--- config.mk ---
export PLATFORM = sky130hd
export DESIGN_NAME = button_click_press_classifier
export DESIGN_NICKNAME = d
export VERILOG_FILES = /design/src/hw/rtl/bcpc_pkg.sv /design/src/hw/rtl/bcpc_cfg_regs.sv /design/src/hw/rtl/bcpc_divider.sv /design/src/hw/rtl/button_click_press_classifier.sv
export SDC_FILE = /design/constraint.sdc
export NUM_CORES = 1
export LEC_CHECK = 0
export ABC_AREA = 1
export BUFFER_PORTS_ARGS = -buffer_cell sky130_fd_sc_hd__buf_2
export CORE_ASPECT_RATIO = 1.1
export CORE_MARGIN = 8
export CORE_UTILIZATION = 30
export CTS_CLUSTER_DIAMETER = 200
export DETAILED_ROUTE_END_ITERATION = 10
export RECOVER_POWER = 25
export SKIP_CTS_REPAIR_TIMING = 1
export SLEW_MARGIN = 20
export SYNTH_ARGS = -nofsm -noshare
export SYNTH_HDL_FRONTEND = slang
export SYNTH_SLANG_ARGS = --single-unit
export TNS_END_PERCENT = 50
--- constraint.sdc ---
create_clock -name clock -period 8.39 [get_ports clock]
set_input_delay 1.678 -clock clock [delete_from_list [all_inputs] [get_ports clock]]
set_output_delay 1.678 -clock clock [all_outputs]
set_load 0.005 [all_outputs]
--- src/hw/rtl/bcpc_pkg.sv ---
// shared types, codes and helpers for the button click and press classifier
`default_nettype none
package bcpc_pkg;

   localparam int TimeWidth   = 32;
   localparam int MsWidth     = 16;
   localparam int MaskWidth   = 32;
   localparam int CountWidth  = 32;
   localparam int ClicksWidth = 8;
   localparam int KindWidth   = 2;
   localparam int CsrIdxWidth = 3;
   localparam int CsrDatWidth = 32;
   localparam int ReqDatWidth = 40;
   localparam int RspDatWidth = 40;

   localparam logic [KindWidth-1:0] KIND_NONE  = 2'd0;
   localparam logic [KindWidth-1:0] KIND_CLICK = 2'd1;
   localparam logic [KindWidth-1:0] KIND_PRESS = 2'd2;

   localparam logic [CsrIdxWidth-1:0] CSR_ACTIVE_LEVEL = 3'd0;
   localparam logic [CsrIdxWidth-1:0] CSR_DEBOUNCE     = 3'd1;
   localparam logic [CsrIdxWidth-1:0] CSR_PRESS_PERIOD = 3'd2;
   localparam logic [CsrIdxWidth-1:0] CSR_CLICK_TMO    = 3'd3;
   localparam logic [CsrIdxWidth-1:0] CSR_CLICK_MASK   = 3'd4;
   localparam logic [CsrIdxWidth-1:0] CSR_PRESS_MASK   = 3'd5;

   typedef struct packed {
      logic                 active_level;
      logic [MsWidth-1:0]   debounce_ms;
      logic [MsWidth-1:0]   press_period_ms;
      logic [MsWidth-1:0]   click_timeout_ms;
      logic [MaskWidth-1:0] click_handler_mask;
      logic [MaskWidth-1:0] press_handler_mask;
   } cfg_type;

   function automatic logic mask_has(input logic [MaskWidth-1:0] mask,
                                     input logic [CountWidth-1:0] n);
      logic [CountWidth-1:0] idx;
      idx = n - 32'd1;
      if (n == '0 || n > 32'd32) begin
         return 1'b0;
      end
      return mask[idx[4:0]];
   endfunction

endpackage
`default_nettype wire

--- src/hw/rtl/bcpc_cfg_regs.sv ---
// configuration register file of the button classifier
`default_nettype none
module bcpc_cfg_regs
   import bcpc_pkg::*;
(
   input  wire logic                   clock,
   input  wire logic                   reset,
   input  wire logic                   csr_valid,
   output logic                        csr_ready,
   input  wire logic [CsrIdxWidth-1:0] csr_index,
   input  wire logic [CsrDatWidth-1:0] csr_wdata,
   output cfg_type                     cfg
);

   cfg_type cfg_ff, cfg_in;

   assign csr_ready = 1'b1;
   assign cfg       = cfg_ff;

   always_comb begin
      cfg_in = cfg_ff;
      if (csr_valid) begin
         unique case (csr_index)
            CSR_ACTIVE_LEVEL: cfg_in.active_level       = csr_wdata[0];
            CSR_DEBOUNCE:     cfg_in.debounce_ms        = csr_wdata[MsWidth-1:0];
            CSR_PRESS_PERIOD: cfg_in.press_period_ms    = csr_wdata[MsWidth-1:0];
            CSR_CLICK_TMO:    cfg_in.click_timeout_ms   = csr_wdata[MsWidth-1:0];
            CSR_CLICK_MASK:   cfg_in.click_handler_mask = csr_wdata;
            CSR_PRESS_MASK:   cfg_in.press_handler_mask = csr_wdata;
            default:          cfg_in = cfg_ff;
         endcase
      end
   end

   always_ff @(posedge clock) begin
      if (reset) begin
         cfg_ff.active_level       <= 1'b1;
         cfg_ff.debounce_ms        <= 16'd50;
         cfg_ff.press_period_ms    <= 16'd1000;
         cfg_ff.click_timeout_ms   <= 16'd400;
         cfg_ff.click_handler_mask <= '0;
         cfg_ff.press_handler_mask <= '0;
      end else begin
         cfg_ff <= cfg_in;
      end
   end

endmodule
`default_nettype wire

--- src/hw/rtl/bcpc_divider.sv ---
// serial restoring divider, one quotient bit per cycle
`default_nettype none
module bcpc_divider
   import bcpc_pkg::*;
(
   input  wire logic                  clock,
   input  wire logic                  reset,
   input  wire logic                  start,
   input  wire logic [TimeWidth-1:0]  dividend,
   input  wire logic [MsWidth-1:0]    divisor,
   output logic                       done,
   output logic [CountWidth-1:0]      quotient
);

   localparam int StepWidth = $clog2(TimeWidth);

   logic                  busy_ff, busy_in;
   logic                  done_ff, done_in;
   logic [StepWidth-1:0]  step_ff, step_in;
   logic [TimeWidth-1:0]  quot_ff, quot_in;
   logic [MsWidth-1:0]    rem_ff, rem_in;
   logic [MsWidth-1:0]    dvsr_ff, dvsr_in;
   logic [MsWidth:0]      rem_shift;
   logic [MsWidth+1:0]    diff;

   assign done     = done_ff;
   assign quotient = quot_ff;

   always_comb begin
      rem_shift = {rem_ff, quot_ff[TimeWidth-1]};
      diff      = {1'b0, rem_shift} - {2'b00, dvsr_ff};
      busy_in   = busy_ff;
      done_in   = 1'b0;
      step_in   = step_ff;
      quot_in   = quot_ff;
      rem_in    = rem_ff;
      dvsr_in   = dvsr_ff;
      if (start) begin
         busy_in = 1'b1;
         step_in = '0;
         quot_in = dividend;
         rem_in  = '0;
         dvsr_in = divisor;
      end else if (busy_ff) begin
         quot_in = {quot_ff[TimeWidth-2:0], ~diff[MsWidth+1]};
         rem_in  = diff[MsWidth+1] ? rem_shift[MsWidth-1:0] : diff[MsWidth-1:0];
         step_in = step_ff + 1'b1;
         if (step_ff == StepWidth'(TimeWidth - 1)) begin
            busy_in = 1'b0;
            done_in = 1'b1;
         end
      end
   end

   always_ff @(posedge clock) begin
      if (reset) begin
         busy_ff <= 1'b0;
         done_ff <= 1'b0;
         step_ff <= '0;
      end else begin
         busy_ff <= busy_in;
         done_ff <= done_in;
         step_ff <= step_in;
      end
      quot_ff <= quot_in;
      rem_ff  <= rem_in;
      dvsr_ff <= dvsr_in;
   end

endmodule
`default_nettype wire

--- src/hw/rtl/button_click_press_classifier.sv ---
// top level of the button click and long press classifier
// req channel: one button sample per request, pin level and a wrapping ms timestamp.
// rsp channel: exactly one result per request: event kind on tuser, count and
// handler flag on tdata.
// csr channel: register index and data, always ready; registers are to be
// written only while idle, which the block itself does not enforce.
// a pressed sample passes the calc and output states; a released sample passes
// calc, check and output, and when a long press is reported with a nonzero
// press period, the serial divider that turns press length into press periods
// runs between check and output, producing one quotient bit per cycle.
// req_tready returns together with rsp_tvalid, so one sample at a time.
// results leave through an output register, so the next sample is accepted
// while an earlier result still waits; if the receiver stalls longer, the
// finished result waits in the sequencer and req_tready stays low.
// reset returns all registers to their default values, clears the timing
// state and empties the output register.
`default_nettype none
module button_click_press_classifier
   import bcpc_pkg::*;
(
   input  wire logic                   clock,
   input  wire logic                   reset,
   input  wire logic                   req_tvalid,
   output logic                        req_tready,
   input  wire logic [ReqDatWidth-1:0] req_tdata,  // pin_level, now_ms, zero pad
   output logic                        rsp_tvalid,
   input  wire logic                   rsp_tready,
   output logic [RspDatWidth-1:0]      rsp_tdata,  // event_count, handler_found, zero pad
   output logic [KindWidth-1:0]        rsp_tuser,  // event_kind
   input  wire logic                   csr_valid,
   output logic                        csr_ready,
   input  wire logic [CsrIdxWidth-1:0] csr_index,
   input  wire logic [CsrDatWidth-1:0] csr_wdata
);

   localparam logic [2:0] S_IDLE  = 3'd0;
   localparam logic [2:0] S_CALC  = 3'd1;
   localparam logic [2:0] S_CHECK = 3'd2;
   localparam logic [2:0] S_DIV   = 3'd3;
   localparam logic [2:0] S_OUT   = 3'd4;

   cfg_type cfg;

   logic [2:0]             state_ff, state_in;
   logic                   level_ff, level_in;
   logic [TimeWidth-1:0]   now_ff, now_in;
   logic [TimeWidth-1:0]   pressed_time_ff, pressed_time_in;
   logic [TimeWidth-1:0]   released_time_ff, released_time_in;
   logic [TimeWidth-1:0]   press_length_ff, press_length_in;
   logic [TimeWidth-1:0]   idle_length_ff, idle_length_in;
   logic [ClicksWidth-1:0] click_count_ff, click_count_in;
   logic                   click_taken_ff, click_taken_in;
   logic [KindWidth-1:0]   kind_ff, kind_in;
   logic [CountWidth-1:0]  count_ff, count_in;
   logic                   found_ff, found_in;
   logic                   rsp_valid_ff, rsp_valid_in;
   logic [KindWidth-1:0]   rsp_kind_ff, rsp_kind_in;
   logic [CountWidth-1:0]  rsp_count_ff, rsp_count_in;
   logic                   rsp_found_ff, rsp_found_in;

   logic                   div_start;
   logic                   div_done;
   logic [CountWidth-1:0]  div_quot;
   logic [CountWidth-1:0]  clicks_wide;

   bcpc_cfg_regs u_cfg (
      .clock     (clock),
      .reset     (reset),
      .csr_valid (csr_valid),
      .csr_ready (csr_ready),
      .csr_index (csr_index),
      .csr_wdata (csr_wdata),
      .cfg       (cfg)
   );

   bcpc_divider u_div (
      .clock    (clock),
      .reset    (reset),
      .start    (div_start),
      .dividend (press_length_ff),
      .divisor  (cfg.press_period_ms),
      .done     (div_done),
      .quotient (div_quot)
   );

   assign req_tready  = (state_ff == S_IDLE);
   assign rsp_tvalid  = rsp_valid_ff;
   assign rsp_tdata   = {7'b0000000, rsp_found_ff, rsp_count_ff};
   assign rsp_tuser   = rsp_kind_ff;
   assign clicks_wide = {{(CountWidth-ClicksWidth){1'b0}}, click_count_ff};

   always_comb begin
      state_in         = state_ff;
      level_in         = level_ff;
      now_in           = now_ff;
      pressed_time_in  = pressed_time_ff;
      released_time_in = released_time_ff;
      press_length_in  = press_length_ff;
      idle_length_in   = idle_length_ff;
      click_count_in   = click_count_ff;
      click_taken_in   = click_taken_ff;
      kind_in          = kind_ff;
      count_in         = count_ff;
      found_in         = found_ff;
      rsp_valid_in     = rsp_valid_ff;
      rsp_kind_in      = rsp_kind_ff;
      rsp_count_in     = rsp_count_ff;
      rsp_found_in     = rsp_found_ff;
      div_start        = 1'b0;
      if (rsp_valid_ff && rsp_tready) begin
         rsp_valid_in = 1'b0;
      end
      unique case (state_ff)
         S_IDLE: begin
            if (req_tvalid) begin
               level_in = req_tdata[0];
               now_in   = req_tdata[TimeWidth:1];
               state_in = S_CALC;
            end
         end
         S_CALC: begin
            kind_in  = KIND_NONE;
            count_in = '0;
            found_in = 1'b0;
            if (level_ff == cfg.active_level) begin
               pressed_time_in = now_ff;
               press_length_in = now_ff - released_time_ff;
               click_taken_in  = 1'b0;
               state_in        = S_OUT;
            end else begin
               released_time_in = now_ff;
               idle_length_in   = now_ff - pressed_time_ff;
               if (press_length_ff > {16'd0, cfg.debounce_ms} &&
                   press_length_ff < {16'd0, cfg.press_period_ms} && !click_taken_ff) begin
                  if (click_count_ff != '1) begin
                     click_count_in = click_count_ff + 1'b1;
                  end
                  click_taken_in = 1'b1;
               end
               state_in = S_CHECK;
            end
         end
         S_CHECK: begin
            priority if (click_count_ff != '0 &&
                         idle_length_ff > {16'd0, cfg.click_timeout_ms}) begin
               kind_in         = KIND_CLICK;
               count_in        = clicks_wide;
               found_in        = mask_has(cfg.click_handler_mask, clicks_wide);
               click_count_in  = '0;
               press_length_in = '0;
               idle_length_in  = '0;
               state_in        = S_OUT;
            end else if (press_length_ff >= {16'd0, cfg.press_period_ms}) begin
               kind_in = KIND_PRESS;
               if (cfg.press_period_ms == '0) begin
                  count_in        = '1;
                  found_in        = mask_has(cfg.press_handler_mask, '1);
                  click_count_in  = '0;
                  press_length_in = '0;
                  idle_length_in  = '0;
                  state_in        = S_OUT;
               end else begin
                  div_start = 1'b1;
                  state_in  = S_DIV;
               end
            end else begin
               state_in = S_OUT;
            end
         end
         S_DIV: begin
            if (div_done) begin
               count_in        = div_quot;
               found_in        = mask_has(cfg.press_handler_mask, div_quot);
               click_count_in  = '0;
               press_length_in = '0;
               idle_length_in  = '0;
               state_in        = S_OUT;
            end
         end
         S_OUT: begin
            if (!rsp_valid_ff || rsp_tready) begin
               rsp_valid_in = 1'b1;
               rsp_kind_in  = kind_ff;
               rsp_count_in = count_ff;
               rsp_found_in = found_ff;
               state_in     = S_IDLE;
            end
         end
         default: state_in = S_IDLE;
      endcase
   end

   always_ff @(posedge clock) begin
      if (reset) begin
         state_ff         <= S_IDLE;
         rsp_valid_ff     <= 1'b0;
         pressed_time_ff  <= '0;
         released_time_ff <= '0;
         press_length_ff  <= '0;
         idle_length_ff   <= '0;
         click_count_ff   <= '0;
         click_taken_ff   <= 1'b0;
      end else begin
         state_ff         <= state_in;
         rsp_valid_ff     <= rsp_valid_in;
         pressed_time_ff  <= pressed_time_in;
         released_time_ff <= released_time_in;
         press_length_ff  <= press_length_in;
         idle_length_ff   <= idle_length_in;
         click_count_ff   <= click_count_in;
         click_taken_ff   <= click_taken_in;
      end
      level_ff     <= level_in;
      now_ff       <= now_in;
      kind_ff      <= kind_in;
      count_ff     <= count_in;
      found_ff     <= found_in;
      rsp_kind_ff  <= rsp_kind_in;
      rsp_count_ff <= rsp_count_in;
      rsp_found_ff <= rsp_found_in;
   end

endmodule
`default_nettype wire

==> results.py, run 1 <==
metrics = {
    "setup_path": {
        "reg2reg_to": "u_div.quotient[25]",
        "critPathMaxFanout": 117,
        "r2r_cells": 11,
        "crit_family": "buffers and inverters",
        "criticalPathCategory": "in2reg",
        "crit_slowest_cell": "clkbuf_1",
        "timing.reg2reg.setup_slack_ps": 4150,
        "path_buf_inv": 3,
        "crit_chain": "clkbuf_1 > inv_4 > buf_6 > o21ai_0 > a21oi_1",
        "slowest_delay_ps": 1650,
        "crit_required_ps": 8830,
        "r2r-start": "click_count_ff[0]",
        "startpoint_type": "input pin",
        "worstPathArrival_ps": 5140,
        "endpoint_kind": "flop",
    },
    "timing": {
        "worst_pin_slew_ps": 2730,
        "hold_viol_final": 0,
        "setup_ws_ps": 3700,
        "slew_viol_final": 114,
        "fin_crit_sh_pct": 55.9,
        "max_clock_freq_mhz": 213,
        "fin_setup_tns_ps": 0,
        "rsz0062_at_grt": "no",
        "finalSetupViolCount": 0,
        "period_minus_slack_ps": 4690,
        "relSlewSlack_pct": -82.4,
        "skew_ps": 34.1,
    },
    "logic_synthesis": {
        "synth_common_cells": "nand2_1, nor2_1, a21oi_1",
        "synth_most_common_cell": "nand2_1",
        "ys_seq_area_share_pct": 45.2,
        "yosys.cell_types.count": 52,
        "synth_flop_cell": "dfxtp_1",
        "synth_cells": 2897,
        "synth_edf_count": 151,
        "syn_area_mm2": 0.0223,
        "syn_area_per_cell_um2": 7.70,
        "synth_top_area_share_pct": 24.9,
        "async_flop_share_pct": 0,
        "yosysWarnings": 0,
        "synth_seq_cells": 428,
        "ys_top_cells_by_area": "dfxtp_1, edfxtp_1, nand2_1",
        "synth.largest_area_cell": "dfxtp_1",
    },
    "floorplanning": {
        "rows": 105,
        "io_pins": 125,
        "start_util_pct": 30.1,
        "core_area_mm2": 0.0741,
        "die_area_mm2": 0.0834,
        "die_x_um": 276,
        "fp.dieH_um": 302,
    },
    "pwr": {
        "sw_frac_of_total_pct": 41.2,
        "p_sw_w": 0.00376,
        "power_leakage_nw": 10.6,
        "seqPwrFrac_pct": 34.0,
        "combinationalPowerShare_pct": 41.2,
        "power_density_mw_per_mm2": 360,
        "peakVddDrop_mv": 0.211,
        "power.internal_w": 0.00535,
        "p_clk_share_pct": 24.7,
        "power_w": 0.00911,
    },
    "grt": {
        "grt_first_pass_wirelength_um": 97400,
        "grt_usage_pct": 14.3,
        "grt_pass1_vias": 17712,
        "grt_max_degree": 118,
        "antenna_found_initial": 1,
        "grt.overflow.total": 0,
    },
    "routing": {
        "ant_nets": 0,
        "drtIter0Drc": 1088,
        "dr.pass1.iters": 5,
        "route.detailed.drc": 0,
        "viasPerCell": 4.71,
        "wirelength_um": 61300,
        "wl_per_cell_um": 15.5,
        "dr_total_vias": 18626,
    },
    "worst_hold_path": {
        "hold_start": "count_ff[19]",
        "hold_depth": 0,
        "hp-class": "reg2reg",
        "whs_endpoint": "rsp_count_ff[19]",
    },
    "layout": {
        "postLayoutCoreUtil_pct": 34.1,
        "nFillCells": 7922,
        "area_delta_synth_final_pct": 13.4,
        "drive_gt1_share_pct": 7.66,
        "nets": 3167,
        "fin_area_mm2": 0.0253,
        "diodes": 0,
    },
    "cts": {
        "clk_latency_ps": 600,
        "cts.path.max_buffers": 3,
        "cts.sinks": 428,
        "cts-root-buf": "clkbuf_16",
        "cts_buffers": 46,
        "cts-htree-levels": 2,
        "clk_pin_slew_worst_paths_ps": 60,
        "cts_tree": "built",
    },
    "flow_run": {
        "cap_violations": 3,
    },
    "place": {
        "place_ws_ps": 4000,
        "place_area_mm2": 0.0236,
        "dp_hpwl_um": 45000,
        "gp_congestion": 0.918,
        "portBuffers": 109,
    },
    "outcome": {
        "status": "complete, but fails checks",
        "violations": "capacitance limit, slew limit",
    },
}
## sequential cells by signal, indices dropped and copies added (netlist names), 2 cells and up
| name | cells |
|---|---|
| kind_ff | 2 |
| u_div.rem_ff | 16 |
| press_length_ff | 32 |
| state_ff | 3 |
| u_div.quotient | 32 |
| released_time_ff | 32 |
| count_ff | 32 |
| rsp_tuser | 2 |
| u_cfg.cfg | 113 |
| u_div.dvsr_ff | 16 |
| u_div.step_ff | 5 |
| now_ff | 32 |
| idle_length_ff | 32 |
| rsp_count_ff | 32 |
| pressed_time_ff | 32 |
| click_count_ff | 8 |
## cell families (layout without fill, tap and decap cells)
logic type                 count (synthesis)  in the layout  share of synthesized area [%]
AOI/OAI and AO/OA                        695            695                           16.5
xor gates and xnor gates                  35             35                           1.37
adders and majority gates                135            135                           7.67
buffers and inverters                    434            521                           7.73
DFF                                      428            428                           45.2
other                                      2              8                         0.0337
and+or+nand+nor                         1168           1168                           21.5
## power by group through the flow
| stage | logic (W) | clock network (W) | registers [W] |
|---|---|---|---|
| final | 0.00376 | 0.00225 | 0.00310 |
| after global routing | 0.00430 | 0.00238 | 0.00315 |
| after CTS | 0.00377 | 0.00232 | 0.00310 |
| after detailed placement | 0.00375 | 0 | 0.00314 |
| after global placement | 0.00373 | 0 | 0.00313 |
| after floorplan | 0.00284 | 0 | 0.00298 |
## stage by stage
step	instances	hold slack, ps
6_report	3953	410
5_1_grt	3953	418
4_1_cts	3953	418
3_5_place_dp	3867	405
3_3_place_gp	3867	404
2_1_floorplan	2903	400
## per-layer routing
metal / vias to the layer above / wire length, um / part of all wire (%) / track usage [%]
met3: 108 / 2600 / 4.2 / 1.98
met4: 2 / 2300 / 3.8 / 5.57
met5: - / 19 / 0.031 / 0
li1: 9722 / - / - / -
met1: 8431 / 28000 / 46 / 18.2
met2: 363 / 28400 / 46 / 24.6
## worst max-delay path by stage
stage | startpoint | to | slack (ps) | depth (start not counted)
floorplan | req_tvalid | level_ff | 3920 | 2
global placement | reset | pressed_time_ff[27] | 4010 | 5
detailed placement | reset | pressed_time_ff[30] | 4000 | 5
CTS | click_count_ff[0] | u_div.quotient[5] | 4100 | 11
global route | reset | pressed_time_ff[20] | 3350 | 5
finish | reset | pressed_time_ff[30] | 3700 | 5
## layout make-up
cell class / instances / area, um^2 / area share (%)
Timing Repair Buffer: 115 / 587 / 2.32
Sequential cell: 428 / 10100 / 39.9
Clock buffer: 57 / 1200 / 4.75
Inverter: 320 / 1200 / 4.76
Clock inverter: 29 / 474 / 1.87
Tap cell: 963 / 1200 / 4.76
Multi-Input combinational cell: 2041 / 10500 / 41.7
## cells in the final DEF, fill, tap and decap left out, types with 10 or more instances in the layout
master       n
clkinv_1    11
nand3_1    104
clkbuf_1    14
ha_1       132
a21oi_1    321
xnor2_1     16
nand2_1    586
o211ai_1    14
a22oi_1     10
o21ai_1     15
nor3_1      26
inv_1      305
edfxtp_1   151
o21ai_0    285
a21o_1      18
dfxtp_1    277
nor2_1     369
xor2_1      19
clkbuf_16   46
inv_2       10
bufinv_16   11
or2_2       18
buf_2      106
nand4_1     22
(Power assumes the default switching activity.)
==> run 2, diff against run 1 <==
==> constraint.sdc (replaced) <==
create_clock -name clock -period 4.5 [get_ports clock]
set_input_delay 0.9 -clock clock [delete_from_list [all_inputs] [get_ports clock]]
set_output_delay 0.9 -clock clock [all_outputs]
set_load 0.005 [all_outputs]
==> run 2 against run 1 <==
The flow still finishes with violations (capacitance limit, slew limit); utilization is essentially flat; worst setup slack worse by 2600 ps; hold slack better by 9.2 ps; sequential cell count stayed put; total power grew 83%; largest power group unchanged; via count hardly changed; sequential power increased by 86%; routed wire length decreased by 0.95%; critical path depth unchanged; clock skew fell by 2.2 ps.
==> results.py, run 2 (synthesis results as in run 1) <==
metrics = {
    "outcome": {
        "status": "complete, but fails checks",
        "violations": "capacitance limit, slew limit",
    },
    "grt": {
        "grt.overflow.total": 0,
        "grt_usage_pct": 14.0,
        "grt_pass1_vias": 17385,
        "busiest_layer": "met2",
        "use_met2_pct": 23.7,
        "grt_first_pass_wirelength_um": 95400,
        "antenna_found_initial": 2,
        "grtUsageMet1_pct": 18.1,
        "grt_max_degree": 107,
        "grt_use_met3_pct": 2.04,
    },
    "layout": {
        "final_common_cell": "nand2_1",
        "nFillCells": 7867,
        "nets": 3180,
        "fin_area_mm2": 0.0253,
        "final_cell_mix": "nand2_1, nor2_1, a21oi_1, inv_1, o21ai_0",
        "register_area_mm2": 0.0101,
        "largest_register_ffs": 113,
        "layout.cells.non_filler": 3964,
        "multi_input_area_mm2": 0.0105,
        "drive_gt1_share_pct": 8.10,
        "area_delta_synth_final_pct": 13.3,
    },
    "routing": {
        "ant_nets": 0,
        "wirelength_um": 60700,
        "wl_per_cell_um": 15.3,
        "route.detailed.drc": 0,
        "drtIter0Drc": 1150,
        "dr.pass1.iters": 5,
        "viasPerCell": 4.70,
        "dr_total_vias": 18624,
    },
    "place": {
        "dp_hpwl_um": 45000,
        "gp_congestion": 0.912,
        "portBuffers": 109,
        "dpl.cell_count": 3880,
        "place_area_mm2": 0.0237,
    },
    "cts": {
        "cts.sinks": 428,
        "clk_latency_ps": 600,
        "clk_pin_slew_worst_paths_ps": 60,
        "cts.path.max_buffers": 3,
        "cts_buffers": 46,
        "cts-root-buf": "clkbuf_16",
        "cts_tree": "built",
        "cts-htree-levels": 2,
    },
    "setup_path": {
        "path_buf_inv": 3,
        "path_depth": 5,
        "slowest_delay_ps": 2000,
        "crit_family": "buffers and inverters",
        "endpoint_kind": "flop",
        "reg2reg_to": "press_length_ff[2]",
        "r2r-start": "state_ff[2]",
        "critPathMaxFanout": 106,
        "timing.reg2reg.setup_slack_ps": 1320,
        "crit_slowest_cell": "inv_1",
        "crit_required_ps": 5030,
        "worstPathArrival_ps": 3920,
        "startpoint_type": "input pin",
        "crit_chain": "buf_2 > inv_1 > buf_4 > o21ai_0 > a21oi_1",
        "criticalPathCategory": "in2reg",
        "r2r_cells": 12,
    },
    "timing": {
        "slew_viol_final": 140,
        "fin_crit_sh_pct": 75.5,
        "period_minus_slack_ps": 3400,
        "max_clock_freq_mhz": 294,
        "fin_setup_tns_ps": 0,
        "hold_viol_final": 0,
        "finalSetupViolCount": 0,
        "rsz0062_at_grt": "no",
        "skew_ps": 31.9,
        "worst_pin_slew_ps": 2860,
        "relSlewSlack_pct": -91.0,
    },
    "floorplanning": {
        "die_x_um": 276,
        "start_util_pct": 30.1,
        "io_pins": 125,
        "die_area_mm2": 0.0834,
        "core_area_mm2": 0.0741,
        "fp.dieH_um": 302,
        "rows": 105,
    },
    "pwr": {
        "power_density_mw_per_mm2": 659,
        "power_leakage_nw": 10.7,
        "peakVddDrop_mv": 0.407,
        "power_w": 0.0166,
    },
    "worst_hold_path": {
        "hp-class": "reg2reg",
        "hold_start": "count_ff[17]",
        "whs_endpoint": "rsp_count_ff[17]",
        "hold_depth": 0,
    },
    "flow_run": {
        "cap_violations": 2,
    },
}
[run 2: cell count changes in the layout (fill, tap and decap cells not counted), moves of 3 or more]
cell,previous run,this run
bufinv_16,11,3
buf_4,4,17
inv_6,4,1
clkinv_2,1,5
clkinv_1,11,4
clkbuf_8,1,6
[run 2: through the flow]
step	hold WS (ps)	util, %	worst slack (ps)
2_1_floorplan	400	-	809
3_3_place_gp	404	32.0	1300
3_5_place_dp	405	32.0	1370
4_1_cts	418	34.1	1330
5_1_grt	425	34.1	796
6_report	419	34.1	1100
[run 2: worst max-delay path by stage]
stage	from	end	slack, ps
after floorplan	req_tvalid	level_ff	810
after global placement	state_ff[2]	state_ff[1]	1300
after detailed placement	state_ff[2]	press_length_ff[26]	1370
after CTS	state_ff[2]	press_length_ff[2]	1330
after global routing	reset	released_time_ff[30]	800
final	reset	released_time_ff[30]	1100
[run 2: where the power goes]
part	internal [W]	total, W	leakage [nW]	switching (W)
registers	0.00516	0.00576	3.67	0.000596
clock network	0.00224	0.00385	0.742	0.00161
logic	0.00229	0.00704	6.25	0.00475
[run 2: worst register-to-register path: cells and delay by family, from the launching register on]
kind | cells | cell delay [ps]
buf+inv | 5 | 1420
simple gates | 7 | 1220
flops | 1 | 390
[run 2: metal layers]
layer / up-vias / wire (um)
met5: - / 19
met1: 8409 / 28200
met2: 364 / 27900
li1: 9735 / -
met3: 114 / 2590
met4: 2 / 2010
[run 2: final cells by class]
type                       count  share of cell area (%)
inverter                     320                    4.76
multi-input combinational   2041                    41.7
tap                          963                    4.77
clock buffer                  67                    5.27
clock inverter                16                   0.807
antenna                        1                 0.00990
sequential                   428                    39.9
timing repair buffer         128                    2.75
